==> config.mk <==
export PLATFORM = sky130hd
export DESIGN_NAME = charset_odometer_phrase_generator_top
export DESIGN_NICKNAME = d
export VERILOG_FILES = /design/src/hw/rtl/cop_pkg.sv /design/src/hw/rtl/charset_odometer_phrase_generator_top.sv /design/src/hw/rtl/cop_ctrl.sv /design/src/hw/rtl/cop_dp.sv
export SDC_FILE = /design/constraint.sdc
export NUM_CORES = 2
export LEC_CHECK = 0
export BUFFER_PORTS_ARGS = -buffer_cell sky130_fd_sc_hd__buf_2
export CAP_MARGIN = 20
export CELL_PAD_IN_SITES_DETAIL_PLACEMENT = 0
export CELL_PAD_IN_SITES_GLOBAL_PLACEMENT = 1
export CORE_MARGIN = 2
export CORE_UTILIZATION = 50
export CTS_CLUSTER_DIAMETER = 100
export DETAILED_ROUTE_END_ITERATION = 8
export HOLD_SLACK_MARGIN = 0.1
export PLACE_DENSITY_LB_ADDON = 0.3
export SLEW_MARGIN = 20
export SYNTH_ARGS = -nofsm -noshare
export SYNTH_HDL_FRONTEND = slang
export SYNTH_SLANG_ARGS = --single-unit
==> constraint.sdc <==
create_clock -name clk_i -period 13.2 [get_ports clk_i]
set_input_delay 2.64 -clock clk_i [delete_from_list [all_inputs] [get_ports clk_i]]
set_output_delay 2.64 -clock clk_i [all_outputs]
set_load 0.01 [all_outputs]
==> src/hw/rtl/cop_pkg.sv <==
// Shared package for the charset odometer phrase generator.
// Holds function codes, register indexes, defaults and control/status types.
// Used by every module of the block; depends on nothing.
`timescale 1ns / 1ps

package cop_pkg;

  localparam int unsigned MAX_LEN_DEF       = 16;
  localparam int unsigned CHARSET_DEPTH_DEF = 256;

  localparam int unsigned FUNC_W     = 2;
  localparam int unsigned BYTE_W     = 8;
  localparam int unsigned CFG_IDX_W  = 2;
  localparam int unsigned CFG_DATA_W = 9;
  localparam int unsigned LENF_W     = 5;
  localparam int unsigned POSF_W     = 4;
  localparam int unsigned SIZE_W     = 9;

  localparam logic [FUNC_W-1:0] FUNC_WRITE   = 2'd0;
  localparam logic [FUNC_W-1:0] FUNC_RESTART = 2'd1;
  localparam logic [FUNC_W-1:0] FUNC_NEXT    = 2'd2;

  localparam logic [CFG_IDX_W-1:0] CFG_MIN_LENGTH   = 2'd0;
  localparam logic [CFG_IDX_W-1:0] CFG_MAX_LENGTH   = 2'd1;
  localparam logic [CFG_IDX_W-1:0] CFG_CHARSET_SIZE = 2'd2;

  localparam logic [LENF_W-1:0] MIN_LENGTH_RST   = 5'd1;
  localparam logic [LENF_W-1:0] MAX_LENGTH_RST   = 5'd8;
  localparam logic [SIZE_W-1:0] CHARSET_SIZE_RST = 9'd62;

  typedef struct packed {
    logic charset_wr;
    logic restart;
    logic issue;
    logic issue_exh;
    logic issue_last;
    logic step;
  } cop_cmd_t;

  typedef struct packed {
    logic issue_ok;
    logic more;
    logic wrap;
  } cop_sts_t;

endpackage

==> src/hw/rtl/charset_odometer_phrase_generator_top.sv <==
// Top level of the charset odometer phrase generator.
// Joins the controller cop_ctrl and the datapath cop_dp; depends on cop_pkg.
//
// Input items arrive on a valid/ready channel with func_i, charset_slot_i and
// charset_byte_i. A charset write or a restart yields no transaction on the
// output. A next-phrase request of length L yields L output transactions, one
// character each, leftmost first, with last_o on the final one; when the search
// is exhausted it yields a single transaction with exhausted_o and last_o high
// and the other fields zero.
// An accepted request moves the controller into its emit state; each character
// then passes through the first result stage, where the charset is read, into
// the output register, and characters are issued one per cycle while the
// staging register can move on. After the last character has been issued the
// odometer carry walks one digit per cycle from the rightmost digit.
// A stalled receiver holds the output register; the block keeps issuing into
// a single staging register and then waits until the output drains.
// Reset sets the length to one, clears all digits and restores the default
// registers; the charset memory holds nothing defined until it is written.
// Configuration writes take effect at once; the user must make them only while
// the block is idle, and the block itself does not enforce this.
`timescale 1ns / 1ps

module charset_odometer_phrase_generator_top #(
  parameter int unsigned MAX_LEN       = cop_pkg::MAX_LEN_DEF,
  parameter int unsigned CHARSET_DEPTH = cop_pkg::CHARSET_DEPTH_DEF
) (
  input  logic                            clk_i,
  input  logic                            rst_ni,
  input  logic                            cfg_we_i,
  input  logic [cop_pkg::CFG_IDX_W-1:0]   cfg_idx_i,
  input  logic [cop_pkg::CFG_DATA_W-1:0]  cfg_wdata_i,
  input  logic                            in_valid_i,
  output logic                            in_ready_o,
  input  logic [cop_pkg::FUNC_W-1:0]      func_i,
  input  logic [cop_pkg::BYTE_W-1:0]      charset_slot_i,
  input  logic [cop_pkg::BYTE_W-1:0]      charset_byte_i,
  output logic                            out_valid_o,
  input  logic                            out_ready_i,
  output logic [cop_pkg::BYTE_W-1:0]      phrase_char_o,
  output logic [cop_pkg::POSF_W-1:0]      char_position_o,
  output logic [cop_pkg::LENF_W-1:0]      phrase_length_o,
  output logic                            last_o,
  output logic                            exhausted_o
);
  import cop_pkg::*;

  localparam int unsigned POS_W = (MAX_LEN > 1) ? $clog2(MAX_LEN) : 1;
  localparam int unsigned LEN_W = $clog2(MAX_LEN + 2);

  cop_cmd_t         cmd;
  cop_sts_t         sts;
  logic [POS_W-1:0] pos;
  logic [LEN_W-1:0] len;

  cop_ctrl #(
    .MAX_LEN (MAX_LEN),
    .POS_W   (POS_W),
    .LEN_W   (LEN_W)
  ) u_ctrl (
    .clk_i      (clk_i),
    .rst_ni     (rst_ni),
    .in_valid_i (in_valid_i),
    .in_ready_o (in_ready_o),
    .func_i     (func_i),
    .len_i      (len),
    .sts_i      (sts),
    .cmd_o      (cmd),
    .pos_o      (pos)
  );

  cop_dp #(
    .MAX_LEN       (MAX_LEN),
    .CHARSET_DEPTH (CHARSET_DEPTH),
    .POS_W         (POS_W),
    .LEN_W         (LEN_W)
  ) u_dp (
    .clk_i           (clk_i),
    .rst_ni          (rst_ni),
    .cfg_we_i        (cfg_we_i),
    .cfg_idx_i       (cfg_idx_i),
    .cfg_wdata_i     (cfg_wdata_i),
    .charset_slot_i  (charset_slot_i),
    .charset_byte_i  (charset_byte_i),
    .cmd_i           (cmd),
    .pos_i           (pos),
    .sts_o           (sts),
    .len_o           (len),
    .out_valid_o     (out_valid_o),
    .out_ready_i     (out_ready_i),
    .phrase_char_o   (phrase_char_o),
    .char_position_o (char_position_o),
    .phrase_length_o (phrase_length_o),
    .last_o          (last_o),
    .exhausted_o     (exhausted_o)
  );

endmodule

==> src/hw/rtl/cop_ctrl.sv <==
// Controller state machine of the charset odometer phrase generator.
// Sequences character emission and the odometer carry; drives cop_dp.
// Depends on cop_pkg.
`timescale 1ns / 1ps

module cop_ctrl #(
  parameter int unsigned MAX_LEN = cop_pkg::MAX_LEN_DEF,
  parameter int unsigned POS_W   = 4,
  parameter int unsigned LEN_W   = 5
) (
  input  logic                        clk_i,
  input  logic                        rst_ni,
  input  logic                        in_valid_i,
  output logic                        in_ready_o,
  input  logic [cop_pkg::FUNC_W-1:0]  func_i,
  input  logic [LEN_W-1:0]            len_i,
  input  cop_pkg::cop_sts_t           sts_i,
  output cop_pkg::cop_cmd_t           cmd_o,
  output logic [POS_W-1:0]            pos_o
);
  import cop_pkg::*;

  localparam logic [1:0] ST_IDLE  = 2'd0;
  localparam logic [1:0] ST_EMIT  = 2'd1;
  localparam logic [1:0] ST_EXH   = 2'd2;
  localparam logic [1:0] ST_CARRY = 2'd3;

  logic [1:0]       state_q, state_d;
  logic [POS_W-1:0] pos_q, pos_d;
  logic             accept;
  logic             at_last;

  assign in_ready_o = (state_q == ST_IDLE);
  assign accept     = in_valid_i && in_ready_o;
  assign at_last    = (LEN_W'(pos_q) == (len_i - LEN_W'(1)));
  assign pos_o      = pos_q;

  always_comb begin
    state_d = state_q;
    pos_d   = pos_q;
    cmd_o   = '0;
    unique case (state_q)
      ST_IDLE: begin
        if (accept) begin
          unique case (func_i)
            FUNC_WRITE: cmd_o.charset_wr = 1'b1;
            FUNC_RESTART: cmd_o.restart = 1'b1;
            FUNC_NEXT: begin
              pos_d   = '0;
              state_d = sts_i.more ? ST_EMIT : ST_EXH;
            end
            default: ;
          endcase
        end
      end
      ST_EMIT: begin
        if (sts_i.issue_ok) begin
          cmd_o.issue      = 1'b1;
          cmd_o.issue_last = at_last;
          if (at_last) begin
            state_d = ST_CARRY;
          end else begin
            pos_d = pos_q + POS_W'(1);
          end
        end
      end
      ST_EXH: begin
        if (sts_i.issue_ok) begin
          cmd_o.issue      = 1'b1;
          cmd_o.issue_exh  = 1'b1;
          cmd_o.issue_last = 1'b1;
          state_d          = ST_IDLE;
        end
      end
      ST_CARRY: begin
        cmd_o.step = 1'b1;
        if (!sts_i.wrap || (pos_q == '0)) begin
          state_d = ST_IDLE;
        end else begin
          pos_d = pos_q - POS_W'(1);
        end
      end
      default: state_d = ST_IDLE;
    endcase
  end

  always_ff @(posedge clk_i or negedge rst_ni) begin
    if (!rst_ni) begin
      state_q <= ST_IDLE;
      pos_q   <= '0;
    end else begin
      state_q <= state_d;
      pos_q   <= pos_d;
    end
  end

endmodule

==> src/hw/rtl/cop_dp.sv <==
// Datapath of the charset odometer phrase generator: configuration registers,
// digit registers, charset memory and the two-stage result pipeline.
// Depends on cop_pkg; commanded by cop_ctrl.
`timescale 1ns / 1ps

module cop_dp #(
  parameter int unsigned MAX_LEN       = cop_pkg::MAX_LEN_DEF,
  parameter int unsigned CHARSET_DEPTH = cop_pkg::CHARSET_DEPTH_DEF,
  parameter int unsigned POS_W         = 4,
  parameter int unsigned LEN_W         = 5
) (
  input  logic                            clk_i,
  input  logic                            rst_ni,
  input  logic                            cfg_we_i,
  input  logic [cop_pkg::CFG_IDX_W-1:0]   cfg_idx_i,
  input  logic [cop_pkg::CFG_DATA_W-1:0]  cfg_wdata_i,
  input  logic [cop_pkg::BYTE_W-1:0]      charset_slot_i,
  input  logic [cop_pkg::BYTE_W-1:0]      charset_byte_i,
  input  cop_pkg::cop_cmd_t               cmd_i,
  input  logic [POS_W-1:0]                pos_i,
  output cop_pkg::cop_sts_t               sts_o,
  output logic [LEN_W-1:0]                len_o,
  output logic                            out_valid_o,
  input  logic                            out_ready_i,
  output logic [cop_pkg::BYTE_W-1:0]      phrase_char_o,
  output logic [cop_pkg::POSF_W-1:0]      char_position_o,
  output logic [cop_pkg::LENF_W-1:0]      phrase_length_o,
  output logic                            last_o,
  output logic                            exhausted_o
);
  import cop_pkg::*;

  localparam int unsigned EW = (LEN_W > LENF_W) ? LEN_W : LENF_W;
  localparam int unsigned AW = $clog2(CHARSET_DEPTH);
  localparam logic [EW-1:0]     MAX_LEN_E = EW'(MAX_LEN);
  localparam logic [SIZE_W-1:0] DEPTH_E   = SIZE_W'(CHARSET_DEPTH);

  logic [LENF_W-1:0] min_length_q, max_length_q;
  logic [SIZE_W-1:0] charset_size_q;

  logic [EW-1:0]     min_ext, max_ext, min_eff, max_eff;
  logic [SIZE_W-1:0] size_eff;

  logic [BYTE_W-1:0] digit_q [MAX_LEN];
  logic [MAX_LEN-1:0] digit_vld_q;
  logic [LEN_W-1:0]   len_q;
  logic               more_q;

  logic [BYTE_W-1:0] charset_mem [CHARSET_DEPTH];

  logic [BYTE_W-1:0] dig;
  logic [SIZE_W-1:0] dig_inc;
  logic              wrap;
  logic [LEN_W-1:0]  len_inc;

  logic              s1_vld_q;
  logic              s1_exh_q, s1_oor_q, s1_last_q;
  logic [POSF_W-1:0] s1_pos_q;
  logic [LENF_W-1:0] s1_len_q;
  logic [BYTE_W-1:0] rd_q;
  logic              s1_move, issue_ok;
  logic              o_vld_q;

  assign min_ext  = EW'(min_length_q);
  assign max_ext  = EW'(max_length_q);
  assign min_eff  = (min_ext == '0) ? EW'(1) : ((min_ext > MAX_LEN_E) ? MAX_LEN_E : min_ext);
  assign max_eff  = (max_ext > MAX_LEN_E) ? MAX_LEN_E : max_ext;
  assign size_eff = (charset_size_q == '0) ? SIZE_W'(1)
                  : ((charset_size_q > DEPTH_E) ? DEPTH_E : charset_size_q);

  assign dig     = digit_vld_q[pos_i] ? digit_q[pos_i] : '0;
  assign dig_inc = SIZE_W'(dig) + SIZE_W'(1);
  assign wrap    = (dig_inc >= size_eff);
  assign len_inc = len_q + LEN_W'(1);

  always_ff @(posedge clk_i or negedge rst_ni) begin
    if (!rst_ni) begin
      min_length_q   <= MIN_LENGTH_RST;
      max_length_q   <= MAX_LENGTH_RST;
      charset_size_q <= CHARSET_SIZE_RST;
    end else if (cfg_we_i) begin
      unique case (cfg_idx_i)
        CFG_MIN_LENGTH:   min_length_q   <= cfg_wdata_i[LENF_W-1:0];
        CFG_MAX_LENGTH:   max_length_q   <= cfg_wdata_i[LENF_W-1:0];
        CFG_CHARSET_SIZE: charset_size_q <= cfg_wdata_i[SIZE_W-1:0];
        default: ;
      endcase
    end
  end

  always_ff @(posedge clk_i or negedge rst_ni) begin
    if (!rst_ni) begin
      digit_vld_q <= '0;
      len_q       <= LEN_W'(1);
      more_q      <= 1'b1;
    end else begin
      if (cmd_i.restart) begin
        digit_vld_q <= '0;
        len_q       <= min_eff[LEN_W-1:0];
        more_q      <= (min_eff <= max_eff);
      end else if (cmd_i.step) begin
        if (wrap && (pos_i == '0)) begin
          len_q <= len_inc;
          if (EW'(len_inc) > max_eff) begin
            digit_vld_q[pos_i] <= 1'b1;
            more_q             <= 1'b0;
          end else begin
            digit_vld_q <= '0;
          end
        end else begin
          digit_vld_q[pos_i] <= 1'b1;
        end
      end
    end
  end

  always_ff @(posedge clk_i) begin
    if (cmd_i.step) begin
      digit_q[pos_i] <= wrap ? '0 : dig_inc[BYTE_W-1:0];
    end
  end

  always_ff @(posedge clk_i) begin
    if (cmd_i.charset_wr && (SIZE_W'(charset_slot_i) < DEPTH_E)) begin
      charset_mem[charset_slot_i[AW-1:0]] <= charset_byte_i;
    end
    if (cmd_i.issue && !cmd_i.issue_exh) begin
      rd_q <= charset_mem[dig[AW-1:0]];
    end
  end

  assign s1_move  = s1_vld_q && (!o_vld_q || out_ready_i);
  assign issue_ok = !s1_vld_q || s1_move;

  always_ff @(posedge clk_i or negedge rst_ni) begin
    if (!rst_ni) begin
      s1_vld_q <= 1'b0;
      o_vld_q  <= 1'b0;
    end else begin
      if (cmd_i.issue) begin
        s1_vld_q <= 1'b1;
      end else if (s1_move) begin
        s1_vld_q <= 1'b0;
      end
      if (s1_move) begin
        o_vld_q <= 1'b1;
      end else if (out_ready_i) begin
        o_vld_q <= 1'b0;
      end
    end
  end

  always_ff @(posedge clk_i) begin
    if (cmd_i.issue) begin
      s1_exh_q  <= cmd_i.issue_exh;
      s1_last_q <= cmd_i.issue_last;
      s1_oor_q  <= (SIZE_W'(dig) >= DEPTH_E);
      s1_pos_q  <= cmd_i.issue_exh ? '0 : POSF_W'(pos_i);
      s1_len_q  <= cmd_i.issue_exh ? '0 : LENF_W'(len_q);
    end
    if (s1_move) begin
      phrase_char_o   <= (s1_exh_q || s1_oor_q) ? '0 : rd_q;
      char_position_o <= s1_pos_q;
      phrase_length_o <= s1_len_q;
      last_o          <= s1_last_q;
      exhausted_o     <= s1_exh_q;
    end
  end

  assign out_valid_o    = o_vld_q;
  assign len_o          = len_q;
  assign sts_o.issue_ok = issue_ok;
  assign sts_o.more     = more_q;
  assign sts_o.wrap     = wrap;

endmodule

==> impl_metrics.py <==
metrics = {
    "power_and_ir_drop": {
        "swShare_pct": 37.8,
        "power_frac_clock_pct": 27.9,
        "p_per_area_nw_per_um2": 223,
        "pwr-share-comb_pct": 35.3,
        "pwr-share-seq_pct": 36.8,
        "leakage_nw": 33.2,
        "power.internal_mw": 13.9,
        "netSwitchingPower_mw": 8.48,
        "peakVddDrop_mv": 0.238,
    },
    "critical_path": {
        "cp_data_arrival_time_ns": 7.14,
        "required_ns": 13.76,
        "path_max_fanout": 133,
        "start_kind": "flop",
        "cp-end-kind": "flop",
        "reg2reg_setup_slack_ns": 6.62,
        "critPathKind": "flop to flop",
    },
    "clocking": {
        "clkTransAtPathRegs_ns": 0.06,
        "cts-root-buf": "clkbuf_16",
        "numCtsBuffers": 222,
        "cts.sinks": 2263,
        "insertion_delay_ns": 0.87,
        "cts_setup_buffers": 0,
        "htree_levels": 4,
        "cts_resized": 0,
        "cts_tree": "built",
        "cts_hold_buf": 0,
        "cts_max_path_buffers": 3,
    },
    "global_routing": {
        "met2_usage_pct": 42.7,
        "grt_use_total_pct": 27.5,
        "grtUsageMet3_pct": 4.92,
        "grtUsageMet1_pct": 39.1,
        "grt_start_max_net_pins": 178,
        "grt_busiest_layer": "met2",
        "grt.overflow.total": 0,
        "antenna_found_initial": 10,
        "grt_pass1_wl_um": 372000,
        "grt_pass1_vias": 52779,
    },
    "timing": {
        "finalHoldViolCount": 0,
        "fin_worst_skew_ns": 0.0328,
        "slew_headroom_pct": 14.1,
        "setup-tns-final_ns": 0,
        "fin_crit_sh_pct": 49.9,
        "rsz0062_at_grt": "no",
        "fin_crit_ns": 6.58,
        "worst_slew_pin_slew_ns": 1.28,
        "slew_viol_final": 0,
        "max_freq_mhz": 152,
        "hold_slack_ns": 0.423,
        "setup_violations": 0,
    },
    "yosys": {
        "synth_most_common_cell": "edfxtp_1",
        "synth_area_leaders": "edfxtp_1 73%, nand2_1 4.6%, mux2i_1 3.7%",
        "ys_seq_elements": 2263,
        "ys_seq_area_share_pct": 74.8,
        "synth-async-reset-ratio_pct": 2.17,
        "synth_nets": 6306,
        "synth.top_cells.by_count": "2214 x edfxtp_1, 1120 x nand2_1, 373 x nor2_1",
        "yosys.area.top_type": "edfxtp_1",
        "syn_inst": 6243,
        "synth_area_um2": 90500,
        "synth_warnings": 0,
        "synth.avg_cell_area_um2": 14.5,
        "post-synth-top-area-fraction_pct": 73.4,
        "synth.distinct_cells": 85,
        "synth_edf_count": 2214,
        "ys.flop_type": "edfxtp_1",
    },
    "route": {
        "drc": 0,
        "drt-total-wl_um": 258000,
        "via_per_inst": 6.27,
        "drt_pass1_iterations": 7,
        "ant_nets": 0,
        "via_count": 55145,
        "first_iter_violations": 7363,
        "wl_per_cell_um": 29.3,
    },
    "floorplan": {
        "die_h_um": 429,
        "start_util_pct": 50.2,
        "io_pins": 55,
        "die_w_um": 429,
        "dieArea_um2": 184000,
        "core_area_um2": 180000,
        "std_cell_rows": 156,
    },
    "placed_design": {
        "place.gp.congestion": 0.883,
        "io_buffers": 54,
        "dp_hpwl_um": 149000,
    },
    "min_path": {
        "min_path_type": "flop to flop",
    },
    "flow_run": {
        "cap_viol_max_count": 0,
    },
    "status": {
        "status": "complete, no violations",
    },
    "final_layout": {
        "syn_to_final_growth_pct": 11.0,
        "nNetsFinal": 6288,
        "drive_gt1_share_pct": 10.1,
    },
}
==> layout by cell type, fill, tap and decap left out, drive strengths merged, types with 28 or more instances in the layout <==
cell type / n
a21oi: 326
a311oi: 48
a31oi: 108
and3: 37
buf: 167
clkbuf: 277
clkinv: 117
dfrtp: 40
edfxtp: 2214
ha: 28
mux2: 38
mux2i: 336
mux4: 48
nand2: 1122
nand3: 258
nor2: 374
nor2b: 37
o211ai: 41
o21ai: 180
o221ai: 73
o22ai: 125
o311ai: 28
==> per-stage QoR <==
stage | utilization [%] | instance area, um^2 | cells | setup slack [ns] | total power [mW]
CTS | 55.7 | 100000 | 8789 | 6.61 | 22.4
finish | 55.7 | 100000 | 8797 | 6.62 | 22.4
detailed placement | 51.7 | 93300 | 8369 | 6.67 | 16.2
floorplan | - | 90500 | 6243 | 7.09 | 13.2
global placement | 51.7 | 93200 | 8369 | 6.69 | 16.1
global route | 55.7 | 100000 | 8793 | 6.28 | 23.2
==> final timing paths <==
path,start,cells past startpoint,to
min reg2reg,u_dp.s1_pos_q[1]$_SDFFCE_PP0P_,0,u_dp.char_position_o[1]$_DFFE_PP_
max reg2reg,u_ctrl.pos_o[2]$_DFFE_PN0P_,15,u_dp.digit_q[1][0]$_DFFE_PP_
min in group asynchronous,rst_ni,2,u_dp.charset_size_q[6]$_DFFE_PN0P_
max,u_ctrl.pos_o[2]$_DFFE_PN0P_,15,u_dp.digit_q[1][0]$_DFFE_PP_
max in group asynchronous,rst_ni,2,u_ctrl.pos_o[1]$_DFFE_PN0P_
min,u_dp.s1_pos_q[1]$_SDFFCE_PP0P_,0,u_dp.char_position_o[1]$_DFFE_PP_
==> layer usage <==
metal / up-vias / part of all wire (%)
li1: 23826 / -
met1: 27862 / 40
met2: 2994 / 47
met3: 463 / 9.4
met4: 0 / 3.8
met5: - / 0
==> logic make-up (layout without fill, tap and decap cells) <==
family | after synthesis | count (layout) | share of synthesized area (%)
XOR/XNOR | 18 | 18 | 0.174
buffers and inverters | 424 | 602 | 2.05
AND/OR/NAND/NOR | 1969 | 1969 | 9.14
flip-flops | 2263 | 2263 | 74.8
adder cells (fa/ha/maj) | 29 | 29 | 0.409
other | 0 | 6 | 0
multiplexers | 422 | 422 | 5.39
AO/OA/AOI/OAI | 1118 | 1118 | 8.03
==> critical path, stage by stage, from the launching register on <==
cell and delay (ns):
dfrtp_1 0.51, mux4_2 0.58, mux4_4 1.04, buf_4 0.48, nand2_4 0.44, buf_12 0.42, xnor2_1 0.23, ha_1 0.28
a21o_1 0.16, a21o_1 0.18, a21o_1 0.18, a21o_1 0.18, a2111oi_1 0.41, buf_4 0.23, nor2_1 0.10, nor2_1 0.68
==> registers in the layout (all words and copies together) (netlist names), 2 cells and up <==
| name | flops |
|---|---|
| u_ctrl.pos_o | 4 |
| u_ctrl.state_q | 2 |
| u_dp.char_position_o | 4 |
| u_dp.charset_mem | 2048 |
| u_dp.charset_size_q | 9 |
| u_dp.digit_q | 128 |
| u_dp.digit_vld_q | 16 |
| u_dp.len_o | 5 |
| u_dp.max_ext | 5 |
| u_dp.min_ext | 5 |
| u_dp.phrase_char_o | 8 |
| u_dp.phrase_length_o | 5 |
| u_dp.rd_q | 8 |
| u_dp.s1_len_q | 5 |
| u_dp.s1_pos_q | 4 |
==> power by group through the flow <==
| stage | registers (mW) | logic [mW] | clock network [mW] |
|---|---|---|---|
| 6_report | 8.25 | 7.91 | 6.25 |
| 5_1_grt | 8.26 | 8.36 | 6.57 |
| 4_1_cts | 8.25 | 7.81 | 6.30 |
| 3_5_place_dp | 8.40 | 7.77 | 0 |
| 3_3_place_gp | 8.40 | 7.74 | 0 |
| 2_1_floorplan | 8.37 | 4.81 | 0 |
==> layout make-up <==
class | count | area [um^2]
Antenna cell | 6 | 15.0
Clock buffer | 277 | 5880
Sequential cell | 2263 | 67700
Timing Repair Buffer | 167 | 1330
Tap cell | 2370 | 2970
Clock inverter | 143 | 1270
Multi-Input combinational cell | 3556 | 21200
Fill cell | 14174 | 79900
Inverter | 15 | 71.3
No activity file was read; power rests on OpenSTA's default activity.
